[src/tls_pkg.sv]
`default_nettype none

package tls_pkg;

   // request codes
   localparam logic [1:0] REQ_TICK   = 2'd0;
   localparam logic [1:0] REQ_ON     = 2'd1;
   localparam logic [1:0] REQ_OFF    = 2'd2;
   localparam logic [1:0] REQ_STATUS = 2'd3;

   // field widths
   localparam int REQ_TYPE_W  = 2;
   localparam int IDX_W       = 3;
   localparam int SECS_W      = 16;
   localparam int COUNT_W     = 26;
   localparam int LINE_OUT_W  = 4;

   // parameter defaults
   localparam int LINES_DEFAULT = 4;
   localparam int TPS_DEFAULT   = 1000;

   typedef logic [COUNT_W-1:0] count_type;

endpackage

`default_nettype wire

[src/timed_line_switch_core.sv]
// Timed line switch: drives up to LINES output lines, each switched on for a
// number of seconds. Requests are a one millisecond tick, switch on, switch off
// and status query; every request beat gives exactly one response beat carrying
// the remaining milliseconds (status query on an active line that has not run
// out), a bad index flag and the state of lines 0 to 3 after the request. A line
// that has run out stays on until a status query or an off request switches it off.
// One request is taken every clock cycle while the response side does not stall;
// a request goes through the input register, then one pass over all lines into
// the response register, and back pressure on the response side stalls both.
`default_nettype none

module timed_line_switch_core
   import tls_pkg::*;
#(
   parameter int LINES            = LINES_DEFAULT,
   parameter int TICKS_PER_SECOND = TPS_DEFAULT
) (
   input  wire logic                   clock,
   input  wire logic                   reset,
   input  wire logic                   req_valid,
   output logic                        req_ready,
   input  wire logic [REQ_TYPE_W-1:0]  req_type,
   input  wire logic [IDX_W-1:0]       req_line_index,
   input  wire logic [SECS_W-1:0]      req_duration_secs,
   output logic                        rsp_valid,
   input  wire logic                   rsp_ready,
   output logic [COUNT_W-1:0]          rsp_remaining_ms,
   output logic                        rsp_bad_index,
   output logic [LINE_OUT_W-1:0]       rsp_line_outputs
);

   localparam logic [IDX_W:0] LINES_LIM = (IDX_W+1)'(LINES);

   // input register
   logic                   s1_valid_ff, s1_valid_in;
   logic [REQ_TYPE_W-1:0]  s1_type_ff;
   logic [IDX_W-1:0]       s1_idx_ff;
   count_type              s1_load_ff;
   count_type              load_ms;

   // line state
   count_type              count_ff [LINES];
   count_type              count_in [LINES];
   logic [LINES-1:0]       active_ff, active_in;
   logic [LINES-1:0]       overdue_ff, overdue_in;

   // response register
   logic                   rsp_valid_ff, rsp_valid_in;
   count_type              rem_ff, rem_in;
   logic                   bad_ff, bad_in;
   logic [LINE_OUT_W-1:0]  lines_ff, lines_in;

   logic                   advance;
   logic                   fire;
   logic                   bad;

   // pipeline moves when the response register is free or being emptied
   assign advance   = !rsp_valid_ff || rsp_ready;
   assign fire      = s1_valid_ff && advance;
   assign req_ready = !s1_valid_ff || advance;

   // on-time in milliseconds, worked out before the input register
   assign load_ms = COUNT_W'(COUNT_W'(req_duration_secs) * COUNT_W'(TICKS_PER_SECOND));

   assign s1_valid_in = (req_valid && req_ready) ? 1'b1 : (advance ? 1'b0 : s1_valid_ff);

   always_ff @(posedge clock) begin
      if (reset) begin
         s1_valid_ff <= 1'b0;
      end else begin
         s1_valid_ff <= s1_valid_in;
      end
      if (req_valid && req_ready) begin
         s1_type_ff <= req_type;
         s1_idx_ff  <= req_line_index;
         s1_load_ff <= load_ms;
      end
   end

   // bad index applies to all but the tick
   assign bad = (s1_type_ff != REQ_TICK) && ({1'b0, s1_idx_ff} >= LINES_LIM);

   // single pass over all lines
   always_comb begin
      active_in  = active_ff;
      overdue_in = overdue_ff;
      rem_in     = '0;
      for (int i = 0; i < LINES; i++) begin
         count_in[i] = count_ff[i];
      end
      for (int i = 0; i < LINES; i++) begin
         if (s1_type_ff == REQ_TICK) begin
            if (active_ff[i] && !overdue_ff[i]) begin
               if (count_ff[i] == '0) begin
                  overdue_in[i] = 1'b1;
               end else begin
                  count_in[i] = count_ff[i] - COUNT_W'(1);
               end
            end
         end else if (!bad && (s1_idx_ff == IDX_W'(i))) begin
            case (s1_type_ff)
               REQ_ON: begin
                  if (!active_ff[i]) begin
                     count_in[i]   = s1_load_ff;
                     active_in[i]  = 1'b1;
                     overdue_in[i] = 1'b0;
                  end
               end
               REQ_OFF: begin
                  if (active_ff[i]) begin
                     count_in[i]   = '0;
                     active_in[i]  = 1'b0;
                     overdue_in[i] = 1'b0;
                  end
               end
               default: begin
                  if (active_ff[i]) begin
                     if (overdue_ff[i]) begin
                        count_in[i]   = '0;
                        active_in[i]  = 1'b0;
                        overdue_in[i] = 1'b0;
                     end else begin
                        rem_in = count_ff[i];
                     end
                  end
               end
            endcase
         end
      end
   end

   // visible lines, taken after the update
   genvar g;
   generate
      for (g = 0; g < LINE_OUT_W; g++) begin : g_out
         if (g < LINES) begin : g_used
            assign lines_in[g] = active_in[g];
         end else begin : g_unused
            assign lines_in[g] = 1'b0;
         end
      end
   endgenerate

   assign bad_in       = bad;
   assign rsp_valid_in = advance ? s1_valid_ff : rsp_valid_ff;

   always_ff @(posedge clock) begin
      if (reset) begin
         active_ff    <= '0;
         overdue_ff   <= '0;
         rsp_valid_ff <= 1'b0;
         for (int i = 0; i < LINES; i++) begin
            count_ff[i] <= '0;
         end
      end else begin
         rsp_valid_ff <= rsp_valid_in;
         if (fire) begin
            active_ff  <= active_in;
            overdue_ff <= overdue_in;
            for (int i = 0; i < LINES; i++) begin
               count_ff[i] <= count_in[i];
            end
         end
      end
      if (fire) begin
         rem_ff   <= rem_in;
         bad_ff   <= bad_in;
         lines_ff <= lines_in;
      end
   end

   assign rsp_valid        = rsp_valid_ff;
   assign rsp_remaining_ms = rem_ff;
   assign rsp_bad_index    = bad_ff;
   assign rsp_line_outputs = lines_ff;

   // a line can only be overdue while it is on
   a_overdue_active: assert property (@(posedge clock) disable iff (reset)
      (overdue_ff & ~active_ff) == '0)
      else $error("overdue line not active");

   // a bad index never reports time left
   a_bad_no_rem: assert property (@(posedge clock) disable iff (reset)
      rsp_valid && rsp_bad_index |-> rsp_remaining_ms == '0)
      else $error("bad index beat with remaining time");

   // a tick never flags a bad index
   a_tick_not_bad: assert property (@(posedge clock) disable iff (reset)
      fire && (s1_type_ff == REQ_TICK) |=> !rsp_bad_index)
      else $error("tick flagged bad index");

   // lines that are off hold no count
   generate
      for (g = 0; g < LINES; g++) begin : g_chk
         a_off_zero: assert property (@(posedge clock) disable iff (reset)
            !active_ff[g] |-> count_ff[g] == '0)
            else $error("inactive line holds a count");
      end
   endgenerate

endmodule

`default_nettype wire
[config.mk]
export PLATFORM = sky130hd
export DESIGN_NAME = timed_line_switch_core
export DESIGN_NICKNAME = d
export VERILOG_FILES = /design/src/tls_pkg.sv /design/src/timed_line_switch_core.sv
export SDC_FILE = /design/constraint.sdc
export NUM_CORES = 1
export LEC_CHECK = 0
export ABC_CLOCK_PERIOD_IN_PS = 13200
export BUFFER_PORTS_ARGS = -buffer_cell sky130_fd_sc_hd__buf_4
export CAP_MARGIN = 20
export CORE_MARGIN = 5
export CORE_UTILIZATION = 60
export DETAILED_ROUTE_END_ITERATION = 12
export MAX_ROUTING_LAYER = met4
export PLACE_DENSITY = 0.78
export RECOVER_POWER = 100
export SLEW_MARGIN = 20
export SYNTH_ARGS = -nofsm -noshare
export SYNTH_HDL_FRONTEND = slang
export SYNTH_SLANG_ARGS = --single-unit
export TNS_END_PERCENT = 10
[constraint.sdc]
create_clock -name clock -period 13.2 [get_ports clock]
set_clock_uncertainty 0.15 [all_clocks]
set_input_delay 1.32 -clock clock [delete_from_list [all_inputs] [get_ports clock]]
set_output_delay 1.32 -clock clock [all_outputs]
set_load 0.02 [all_outputs]
==> Word-level counts from Yosys, hierarchy flattened <==
Memories as Yosys holds them, arrays and structs flattened.
Index checks and enable logic that the tools add are counted.
{ "word_totals": {"memories": 1, "ramBits": 104, "ff_bits": 69, "wordCells": 196, "out_inout_bits": 33, "input_bits": 25, "latchBits": 0, "mem_bits_ro": 0} }
{ "op_classes": {"shifts": 0, "addsub": 4, "muxes": 114, "div": 0, "n_bitwise": 4, "n_reduce_logical": 41, "order_cmp": 1, "multipliers": 1, "n_eq_ne": 17} }
{ "mem_list": {"columns": ["name", "depth", "width", "read_ports", "rd_ports_with_merged_regs", "write_ports", "line_no", "source"], "rows": [
  ["count_ff", 4, 26, 4, 0, 4, "timed_line_switch_core.sv:42", "count_type count_ff [LINES];"]
]} }
{ "op_table": {"columns": ["op", "n"], "rows": [
  ["26-bit two-way mux", 55],
  ["26-bit case mux with 2 select lines", 4],
  ["26-bit logical NOT", 4],
  ["26-bit by 1-bit subtractor with 26-bit output, second input constant", 4],
  ["1-bit two-way mux", 51],
  ["6-bit AND reduction", 4],
  ["16-bit by 7-bit multiplier with 23-bit output, second input constant", 1],
  ["3-bit != test, second input constant", 4],
  ["2-bit nonzero test", 6],
  ["3-bit nonzero test", 4],
  ["1-bit logical AND", 11],
  ["2-bit by 1-bit != test with 1-bit output, second input constant", 4],
  ["2-bit != test, second input constant", 4],
  ["1-bit case mux with 2 select lines", 4],
  ["1-bit logical NOT", 7],
  ["3-bit by 2-bit equality test with 1-bit output, second input constant", 2],
  ["1-bit OR", 4],
  ["3-bit by 1-bit equality test with 1-bit output, second input constant", 1],
  ["3-bit greater-or-equal comparator, second input constant", 1],
  ["3-bit logical NOT", 1],
  ["2-bit by 1-bit equality test with 1-bit output, second input constant", 1],
  ["2-bit equality test, second input constant", 1],
  ["2-bit logical NOT", 1],
  ["1-bit logical OR", 2],
  ["2-bit OR reduction", 1]
]} }

==> Logic depth before layout (Yosys ltp) <==
Gate-level depths: netlist of run 1.
{ "logic_depth": {"word_depth": 21, "mapped_depth": 15, "ltp_nobuf": 15} }

==> Worst setup path after synthesis of run 1 <==
OpenSTA, ideal clock, no wires.
{ "synth_timing": {"path_kind": "in2reg", "startpoint": "input port rsp_ready", "endpoint": "memory count_ff[1][0] in the netlist's numbering (enable)", "stages": 6, "setup_ns": 0.445, "required_ns": 12.605, "path_buffers": 2, "arrival_ns": 4.906, "slack_ns": 7.699, "cell_sequence": "nor2b_1 clkbuf_1 nor2_1 clkbuf_1 nand2_1 o21ai_0"} }
{ "synth_rtl": {"columns": ["item", "line_no", "source"], "rows": [
  ["start: declaration", "timed_line_switch_core.sv:26", "input wire logic rsp_ready,"],
  ["end: declaration", "timed_line_switch_core.sv:42", null]
]} }

==> results.md, run 1 <==
* Status: finished, violations left
* Failing checks: capacitance limit, slew limit
* Max frequency at 0.147 GHz
* Register area share after synthesis at 42.9%
* DRT Pass-1 Iters at 5
* Antenna Cells at 0
* Gr usage total at 26.7%
* # clock sinks at 173
* ANT nets after route at 0
* XOR/XNOR Fraction of Synth Area at under 10%
* Place WS at 7380 ps
* Vias in the first global route at 9,110
* Syn_nets at around 1,300
* Via density at 6.22
* Reg2reg end: count_ff[1][17]
* Arr. time, crit path at roughly 6700 ps
* Multiplexer share of the synthesized area at 0%
* Crit Path Category: reg -> reg
* Final wirelength at 28.2 mm
* CP max stage cell: clkbuf_1
* Wire per inst at 19.1 µm
* Main synth FF type: edfxtp_1
* CTS tree: yes
* Hold_buf cts at 0
* CTS root buffer: clkbuf_16
* CP delay by family, top: buffers and inverters
* R2R Path Start: s1_type_ff[0]
* Critical Path Sink Type: flip-flop
* First-pass GRT wire length at ~47 mm
* Post-synth top area share at 41.2%
* Reg area at 5090 µm²
* Seq cells post-synth at about 170
* Clock slew at reported path FFs at 70 ps
* EDFF count, synth at 163
* Final hold violation count at 0
* Vert. Die Dim at 151 µm
* Fin Setup TNS at 0 ps
* Hold Path Origin: rsp_valid
* Postcts setup bufs at 0
* MaxCap Viol Count at 7
* IO Pins at 58
* Ys Warns at 0
* Routed vias at roughly 9,200
* Hold depth at 2
* Share of flip-flops with an asynchronous set or reset at 0%
* Yosys cell types at 62
* Fin. max-slew vios at 317
* Layout Nets at 1,342
* Peak supply drop at 0.0886 mV
* Fillers at roughly 1,600
* Hpwl dp at 20.3 mm
* Area leader, netlist: edfxtp_1
* Largest net degree at the start of global routing at 87
* Clock latency on the worst-skew pair at 430 ps
* Cell Pwr Density at ~150 nW/µm²
* Slowest stage delay, CP at between 2000 and 2500 ps
* Core Box Area at 19,500 µm²
* Syn Inst Count at 1,160
* CP Max Fanout at 73
* Max-slew headroom at -134%
* Congestion Overflow GR at 0
* Area delta synth->final at 9.78%
* Synthesized cell area at 11,900 µm²
* Worst Path Buf+Inv at 4
* Width of the die at 151 µm
* Reg2reg setup slack at 6390 ps
* Layout cell share with drive strength beyond 1 at 6.10%
* H-tree Lvls at 4
* Multi-input logic area at around 6300 µm²
* Cts bufs inserted at 17
* Slew @ Worst Pin at 3510 ps
* Clock Path Buffers at 2
* Initial Utilization at 61.1%
* Stages on the worst setup path at 10
* DRT iter0 DRCs at 863
* Worst min path class: reg -> reg
* FF-to-FF path depth at 10
* Critical path, cell by cell: inv_1 -> ha_1 -> clkbuf_1 -> inv_1 -> nor2_1 -> o21ai_0 -> o31ai_1 -> nand2_1 -> o21ai_0 -> clkbuf_1
* Top-count cell post-synth: edfxtp_1
* Most frequent cells after synthesis: 163 x edfxtp_1, 97 x inv_1, 91 x nand2_1
* GP Congestion at 0.912
* Largest family of logic cells by synthesized area: adder cells
* Period utilisation layout at 51.6%
* LEAKAGE at between 4 and 5 nW
* Adder-Cell Fraction of Synth Area at between 10% and 20%
* CP Launch Type: flip-flop
* Post-synthesis simple-gate area fraction at about 15%
* Final min period at roughly 6800 ps
* FP Rows at 51
* Final setup margin at ~6400 ps
* I/O Buffers at 57
* Post-route DRC violation count at 0
* CTS resizes at 0
* Largest cells by area after synthesis: edfxtp_1 41%, fa_1 9.1%, ha_1 6.6%
* WHS Endpoint: rsp_valid
* Compound-cell area share of the yosys netlist at between 10% and 20%
* Worst EP required at 13,080 ps
* Unrepaired setup endpoints after global routing: no
* Syn avg cell area at just over 10 µm²
* Die footprint at 22,700 µm²
* Initial antenna violation count at 0
* Final setup fails at 0
-- flip-flops by register name, summed over array words and instances (netlist names) --
signal and count:
active_ff 4, count_ff 104, overdue_ff 4, rsp_bad_index 1, rsp_line_outputs 4, rsp_remaining_ms 26, rsp_valid 1, s1_idx_ff 3
s1_load_ff 23, s1_type_ff 2, s1_valid_ff 1
-- power by group --
part	internal (mW)	switching, mW
Sequential	0.697	0.0475
Combinational	0.277	0.375
Clock	0.336	0.212
-- layout make-up --
class                   instances  share of cell area, %
repair buffers                 70                   2.76
clock inverters                14                   1.64
well taps                     265                   2.54
clock buffers                  18                   3.29
multi-input cells             841                   47.9
flip-flops and latches        173                   39.1
inverters                      97                   2.79
-- stage by stage --
step           instance area [µm²]  hold WS (ps)  power (mW)  util [%]  cells
6_report                     13000           354        1.95      67.0   1478
5_1_grt                      13000           377        2.08      67.0   1478
4_1_cts                      13200           354        1.96      68.0   1478
3_5_place_dp                 12600           342        1.41      64.7   1446
3_3_place_gp                 12600           322        1.38      64.7   1446
2_1_floorplan                11900           309        1.26         -   1160
-- worst max path at each step --
| stage | start | to | slack (ps) |
|---|---|---|---|
| final | s1_type_ff[0] | count_ff[1][17] | 6390 |
| after detailed placement | req_duration_secs[6] | s1_load_ff[24] | 7380 |
| after global placement | req_duration_secs[10] | s1_load_ff[25] | 7470 |
| after CTS | req_duration_secs[6] | s1_load_ff[24] | 7830 |
| after global routing | s1_type_ff[1] | count_ff[1][11] | 5900 |
| after floorplan | rsp_ready | count_ff[1][0] | 7700 |
-- cell usage in the layout (no fill, tap or decap), drive strengths merged, types with 8 or more instances in the layout --
master  instances
buf            20
or4            13
a22oi          53
xnor2          55
fa             54
nand4           8
or3             9
ha             63
nor2           89
xor2           40
a211oi         10
edfxtp        163
a21oi          69
nand3          19
and3           17
dfxtp          10
nand2          91
nor3           36
o21ai          96
clkbuf         68
nand2b          8
nor4           23
inv           100
-- cells by family (layout without fill, tap and decap cells) --
logic type | after synthesis | count (layout)
buffers and inverters | 146 | 199
AOI/OAI and AO/OA | 284 | 284
adders and majority gates | 117 | 117
DFF | 173 | 173
xor gates and xnor gates | 95 | 95
and+or+nand+nor | 345 | 345
-- routing by layer --
metal / routed length, µm / vias to the layer above / GRT usage, %
li1: - / 4298 / -
met1: 11700 / 4378 / 35.2
met2: 13400 / 447 / 42.1
met3: 2310 / 67 / 5.12
met4: 714 / 0 / 8.39
met5: 0 / - / -
-- worst min-delay path, stage by stage, from the launching register on --
cell and delay, ps:
dfxtp_1 330, nand2b_1 70, a21oi_1 60
Note: power is estimated with default switching activity, not from simulation.
==> inputs of run 2 (changes only) <==
--- a/config.mk
+++ b/config.mk
@@ -5,11 +5,11 @@
 export SDC_FILE = /design/constraint.sdc
 export NUM_CORES = 1
 export LEC_CHECK = 0
-export ABC_CLOCK_PERIOD_IN_PS = 13200
+export ABC_CLOCK_PERIOD_IN_PS = 5800
 export BUFFER_PORTS_ARGS = -buffer_cell sky130_fd_sc_hd__buf_4
 export CAP_MARGIN = 20
 export CORE_MARGIN = 5
-export CORE_UTILIZATION = 60
+export CORE_UTILIZATION = 57
 export DETAILED_ROUTE_END_ITERATION = 12
 export MAX_ROUTING_LAYER = met4
 export PLACE_DENSITY = 0.78
==> constraint.sdc (replaced) <==
create_clock -name clock -period 5.8 [get_ports clock]
set_clock_uncertainty 0.15 [all_clocks]
set_input_delay 0.58 -clock clock [delete_from_list [all_inputs] [get_ports clock]]
set_output_delay 0.58 -clock clock [all_outputs]
set_load 0.02 [all_outputs]
==> results.md, run 2 (synthesis results as in run 1) <==
* Gr usage total at around 25%
* Reg2reg end: count_ff[3][23]
* Congestion Overflow GR at 0
* Critical Path Sink Type: flip-flop
* Power Internal at 2.81 mW
* Max-slew headroom at -58.6%
* H-tree Lvls at 4
* Largest net degree at the start of global routing at 69
* Switch Pwr at about 1.4 mW
* Reg power frac at 39.8%
* Worst hold margin at around 190 ps
* Reg area at 5090 µm²
* # clock sinks at 173
* Final setup margin at 1030 ps
* Core Box Area at 20,400 µm²
* Hold_buf cts at 0
* Layout Nets at 1,341
* LEAKAGE at 4.75 nW
* Hold depth at 1
* Finished Core Util at 63.6%
* Initial Utilization at between 50% and 60%
* Worst EP required at a little under 6000 ps
* Fin Setup TNS at 0 ps
* Max frequency at 0.210 GHz
* Slew @ Worst Pin at 2380 ps
* Clk pwr share at 25.1%
* Commonest non-fill, non-tap cell in the layout: edfxtp_1
* GP Congestion at 0.932
* Switching Fraction at 33.9%
* First-pass GRT wire length at 46.2 mm
* Crit Path Category: in -> reg
* ANT nets after route at 0
* Layout cell share with drive strength beyond 1 at ~6%
* FP Rows at 52
* Final hold violation count at 0
* CP Launch Type: input pin
* R2R Path Start: rsp_valid
* Clock latency on the worst-skew pair at 430 ps
* DRT Pass-1 Iters at 5
* Arr. time, crit path at 4790 ps
* Multi-input logic area at 6250 µm²
* Non-Filler Instances at 1,482
* Vias in the first global route at 8,948
* DRT iter0 DRCs at 821
* Final setup fails at 0
* Post-route DRC violation count at 0
* Hpwl dp at slightly above 20 mm
* Number of flip-flops in the largest register at 104
* FF-to-FF path depth at 6
* Placed Cells at around 1,500
* Most frequent cells in the layout: 163 x edfxtp_1, 97 x inv_1, 94 x o21ai_0, 90 x nand2_1, 88 x nor2_1
* Fillers at 1,689
* Area delta synth->final at 8.93%
* Antenna Cells at 0
* WHS Endpoint: s1_type_ff[1]
* Failing checks: capacitance limit, slew limit
* Postcts setup bufs at 0
* MaxCap Viol Count at 5
* Reg with most FFs: count_ff
* Unrepaired setup endpoints after global routing: no
* Wire per inst at 19.0 µm
* IO Pins at 58
* Place WS at approximately 730 ps
* Die footprint at 23,800 µm²
* Clock slew at reported path FFs at 70 ps
* Hold Path Origin: req_type[1]
* Final min period at 4770 ps
* Worst min path class: in -> reg
* Via density at 6.22
* Final wirelength at ~28 mm
* Initial antenna violation count at 0
* CTS root buffer: clkbuf_16
* CP Max Fanout at 6
* Status: finished, violations left
* Fin. max-slew vios at between 150 and 200
* Width of the die at 154 µm
* Peak supply drop at 0.204 mV
* Clock Path Buffers at 2
* Period utilisation layout at between 80% and 90%
* Routed vias at 9,223
* CTS resizes at 0
* Comb power frac at 35.1%
* Cts bufs inserted at 17
* Cell Pwr Density at 328 nW/µm²
* CTS tree: yes
* I/O Buffers at 57
* Vert. Die Dim at between 150 and 200 µm
* Reg2reg setup slack at 1070 ps
==> run 2: cell types whose count changed in the layout (fill, tap and decap cells not counted), sizes merged <==
cell / delta
clkinvlp: +4
bufinv: -4
clkbuf: -2
inv: -1
clkinv: +2
==> run 2: power by group through the flow <==
stage	Combinational, mW	Sequential [mW]	Clock, mW
floorplan	1.18	1.68	0
global placement	1.45	1.71	0
detailed placement	1.49	1.71	0
CTS	1.51	1.68	1.07
global route	1.71	1.70	1.13
finish	1.49	1.69	1.06
==> run 2: worst max path at each step <==
stage	from	to	slack, ps	cells after the start
after floorplan	rsp_ready	count_ff[1][0]	1040	6
after global routing	rsp_valid	count_ff[3][19]	700	6
after global placement	req_duration_secs[10]	s1_load_ff[25]	810	16
after detailed placement	req_duration_secs[10]	s1_load_ff[25]	730	16
final	req_duration_secs[1]	s1_load_ff[25]	1030	14
after CTS	req_duration_secs[10]	s1_load_ff[25]	1170	16
==> run 2: stage by stage <==
| step | power [mW] | cell area (µm²) |
|---|---|---|
| after floorplan | 2.86 | 11900 |
| after global placement | 3.15 | 12600 |
| after detailed placement | 3.20 | 12600 |
| after CTS | 4.27 | 13100 |
| after global routing | 4.54 | 12900 |
| final | 4.25 | 12900 |
==> run 2: critical path: stages <==
cell      delay [ps]
clkbuf_1         220
inv_1            120
fa_1             580
fa_1             450
fa_1             480
fa_1             480
inv_1             40
ha_1             330
a21oi_1          190
and2_0           200
a21oi_1          120
o41ai_2          590
o21ai_0          240
xnor2_1          170
==> run 2: routing by layer <==
metal  wire, µm  global-route usage [%]
met5          0                       -
met4        546                    6.56
met3       2440                    3.19
met2      13400                    39.1
met1      11800                    33.8
==> run 2: cell type report <==
type | instances | share of cell area [%]
clock buffer | 17 | 3.29
clock inverter | 15 | 0.947
inverter | 97 | 2.81
multi-input combinational | 841 | 48.3
sequential | 173 | 39.4
tap | 270 | 2.61
timing repair buffer | 69 | 2.73
==> inputs of run 3 (changes only) <==
--- a/config.mk
+++ b/config.mk
@@ -5,7 +5,7 @@
 export SDC_FILE = /design/constraint.sdc
 export NUM_CORES = 1
 export LEC_CHECK = 0
-export ABC_CLOCK_PERIOD_IN_PS = 5800
+export ABC_CLOCK_PERIOD_IN_PS = 3900
 export BUFFER_PORTS_ARGS = -buffer_cell sky130_fd_sc_hd__buf_4
 export CAP_MARGIN = 20
 export CORE_MARGIN = 5
==> constraint.sdc (replaced) <==
create_clock -name clock -period 3.9 [get_ports clock]
set_clock_uncertainty 0.15 [all_clocks]
set_input_delay 0.39 -clock clock [delete_from_list [all_inputs] [get_ports clock]]
set_output_delay 0.39 -clock clock [all_outputs]
set_load 0.02 [all_outputs]
==> results.md, run 3 (synthesis results as in run 1) <==
* Status: finished, violations left
* Failing checks: setup timing
* CP delay by family, top: adder cells
* Cts bufs inserted at 17
* IO Pins at 58
* Worst Path Buf+Inv at 4
* Area delta synth->final at 17.6%
* Power Internal at roughly 5.0 mW
* CP Max Fanout at 6
* Clock latency on the worst-skew pair at 430 ps
* DRT iter0 DRCs at 1,010
* Reg area at between 5000 and 6000 µm²
* Post-route DRC violation count at 0
* Comb power frac at 44.2%
* Die footprint at 23,800 µm²
* ANT nets after route at 0
* Vias in the first global route at 9,669
* CTS root buffer: clkbuf_16
* Critical Path Sink Type: flip-flop
* LEAKAGE at 5.25 nW
* GRT met3 Usage at under 10%
* Fillers at between 1,500 and 2,000
* Slowest stage delay, CP at 570 ps
* Final hold violation count at 0
* Reg power frac at between 30% and 40%
* Final setup fails at 1
* Cell Pwr Density at 544 nW/µm²
* Final wirelength at 29.7 mm
* Layout Nets at ~1,400
* Unrepaired setup endpoints after global routing: yes
* Congestion Overflow GR at 0
* Core Box Area at 20,400 µm²
* Met1 Use GR at 34.2%
* Worst EP required at 4010 ps
* Multi-input logic area at 6480 µm²
* Crit Path Category: in -> reg
* Largest net degree at the start of global routing at 48
* H-tree Lvls at 4
* Reg with most FFs: count_ff
* Switch Pwr at 2.56 mW
* Clk pwr share at 22.8%
* Final setup margin at -0.385 ps
* Worst min path class: in -> reg
* MaxCap Viol Count at 0
* R2R Path Start: count_ff[0][0]
* CTS tree: yes
* Initial antenna violation count at 0
* CP max stage cell: fa_1
* # clock sinks at 173
* Gr usage total at 26.1%
* Final min period at 3900 ps
* Switching Fraction at 33.7%
* Routed vias at 9,716
* CP Launch Type: input pin
* First-pass GRT wire length at 49.0 mm
* Layout cell share with drive strength beyond 1 at 16.3%
* Most frequent cells in the layout: 163 x edfxtp_1, 100 x buf_4, 90 x nand2_1, 88 x nor2_1, 87 x o21ai_0
* Clock slew at reported path FFs at around 70 ps
* Peak supply drop at between 0.3 and 0.4 mV
* Worst hold margin at 24.8 ps
* Vert. Die Dim at 154 µm
* Fin. max-slew vios at 0
* Arr. time, crit path at 4010 ps
* Crit path from: req_duration_secs[0]
* Critical path, cell by cell: buf_4 -> fa_1 -> inv_2 -> fa_2 -> fa_1 -> fa_1 -> inv_1 -> ha_4 -> nand4_1 -> a21oi_4 -> o41ai_2 -> buf_4 -> o211a_1 -> nor3_2
* Period utilisation layout at 100%
* Slew @ Worst Pin at around 1400 ps
* Wire per inst at 18.9 µm
* Design area at 14,000 µm²
* I/O Buffers at 57
* Max-slew headroom at 3.61%
* Max frequency at 0.256 GHz
* Most Frequent Cell on Critical Path: fa_1
* Initial Utilization at 58.3%
* Via density at 6.18
* Antenna Cells at 0
* Hold Path Origin: req_valid
* FP Rows at 52
* DRT Pass-1 Iters at 7
* Clock Path Buffers at 2
* Number of flip-flops in the largest register at 104
* GP Congestion at 0.946
* Hpwl dp at around 22 mm
* GRT Max-Usage Layer: met2
* Finished Core Util at around two thirds
* GR Util met2 at 41.6%
* Dpl cell area at 13,200 µm²
* Width of the die at 154 µm
* Commonest non-fill, non-tap cell in the layout: edfxtp_1
run 3: cell types whose count changed in the layout (fill, tap and decap cells not counted), sizes merged:
| cell | before | now |
|---|---|---|
| dlygate4sd3 | 0 | 5 |
| inv | 99 | 94 |
| clkbuf | 66 | 73 |
| buf | 20 | 103 |
| clkinvlp | 5 | 6 |
| clkinv | 7 | 6 |
run 3: layout make-up:
cell class,count,share of cell area [%]
Inverter,97,2.70
Sequential cell,173,36.5
Clock buffer,22,3.71
Timing Repair Buffer,159,7.61
Multi-Input combinational cell,841,46.4
Tap cell,270,2.42
Clock inverter,10,0.725
run 3: worst register-to-register path, cell delays in order (launching register included):
cell and delay [ps]:
edfxtp_1 480, inv_1 130, ha_1 200, nor3b_1 560, nand4_1 210, buf_4 230
nor3_1 470, nand2_1 110, a22o_1 250, a31o_1 220, clkbuf_4 310
run 3: power by group through the flow:
stage | Clock (mW) | Combinational, mW | Sequential, mW
4_1_cts | 1.74 | 3.15 | 2.50
6_report | 1.73 | 3.36 | 2.51
5_1_grt | 1.82 | 3.75 | 2.53
3_3_place_gp | 0 | 2.64 | 2.54
3_5_place_dp | 0 | 2.74 | 2.54
2_1_floorplan | 0 | 1.75 | 2.50
run 3: through the flow:
stage,instances,power [mW],setup TNS (ps),setup slack [ps]
6_report,1572,7.60,-0.385,-0.385
3_5_place_dp,1528,5.29,-7670,-843
2_1_floorplan,1160,4.26,-3640,-590
3_3_place_gp,1528,5.17,-6370,-718
4_1_cts,1570,7.40,-14.7,-14.7
5_1_grt,1572,8.10,-1300,-164
run 3: layer usage:
layer,share of wire [%],wire [µm]
met5,0,0
met4,3.7,1090
met3,8.3,2460
met1,40,11800
met2,48,14400
run 3: timing repair:
item,CTS,global route
gates cloned,0,0
setup endpoints to repair,9,10
pin swaps,28,7
resized for setup,55,13
hold buffers,5,0
endpoints found under the hold margin,5,0
buffers inserted,5,1
run 3: final timing paths:
check	slack, ps	depth (start not counted)	end
max	-0.4	14	s1_load_ff[23]
min	20	3	s1_valid_ff
max reg2reg	250	10	count_ff[0][8]
min reg2reg	340	2	overdue_ff[1]
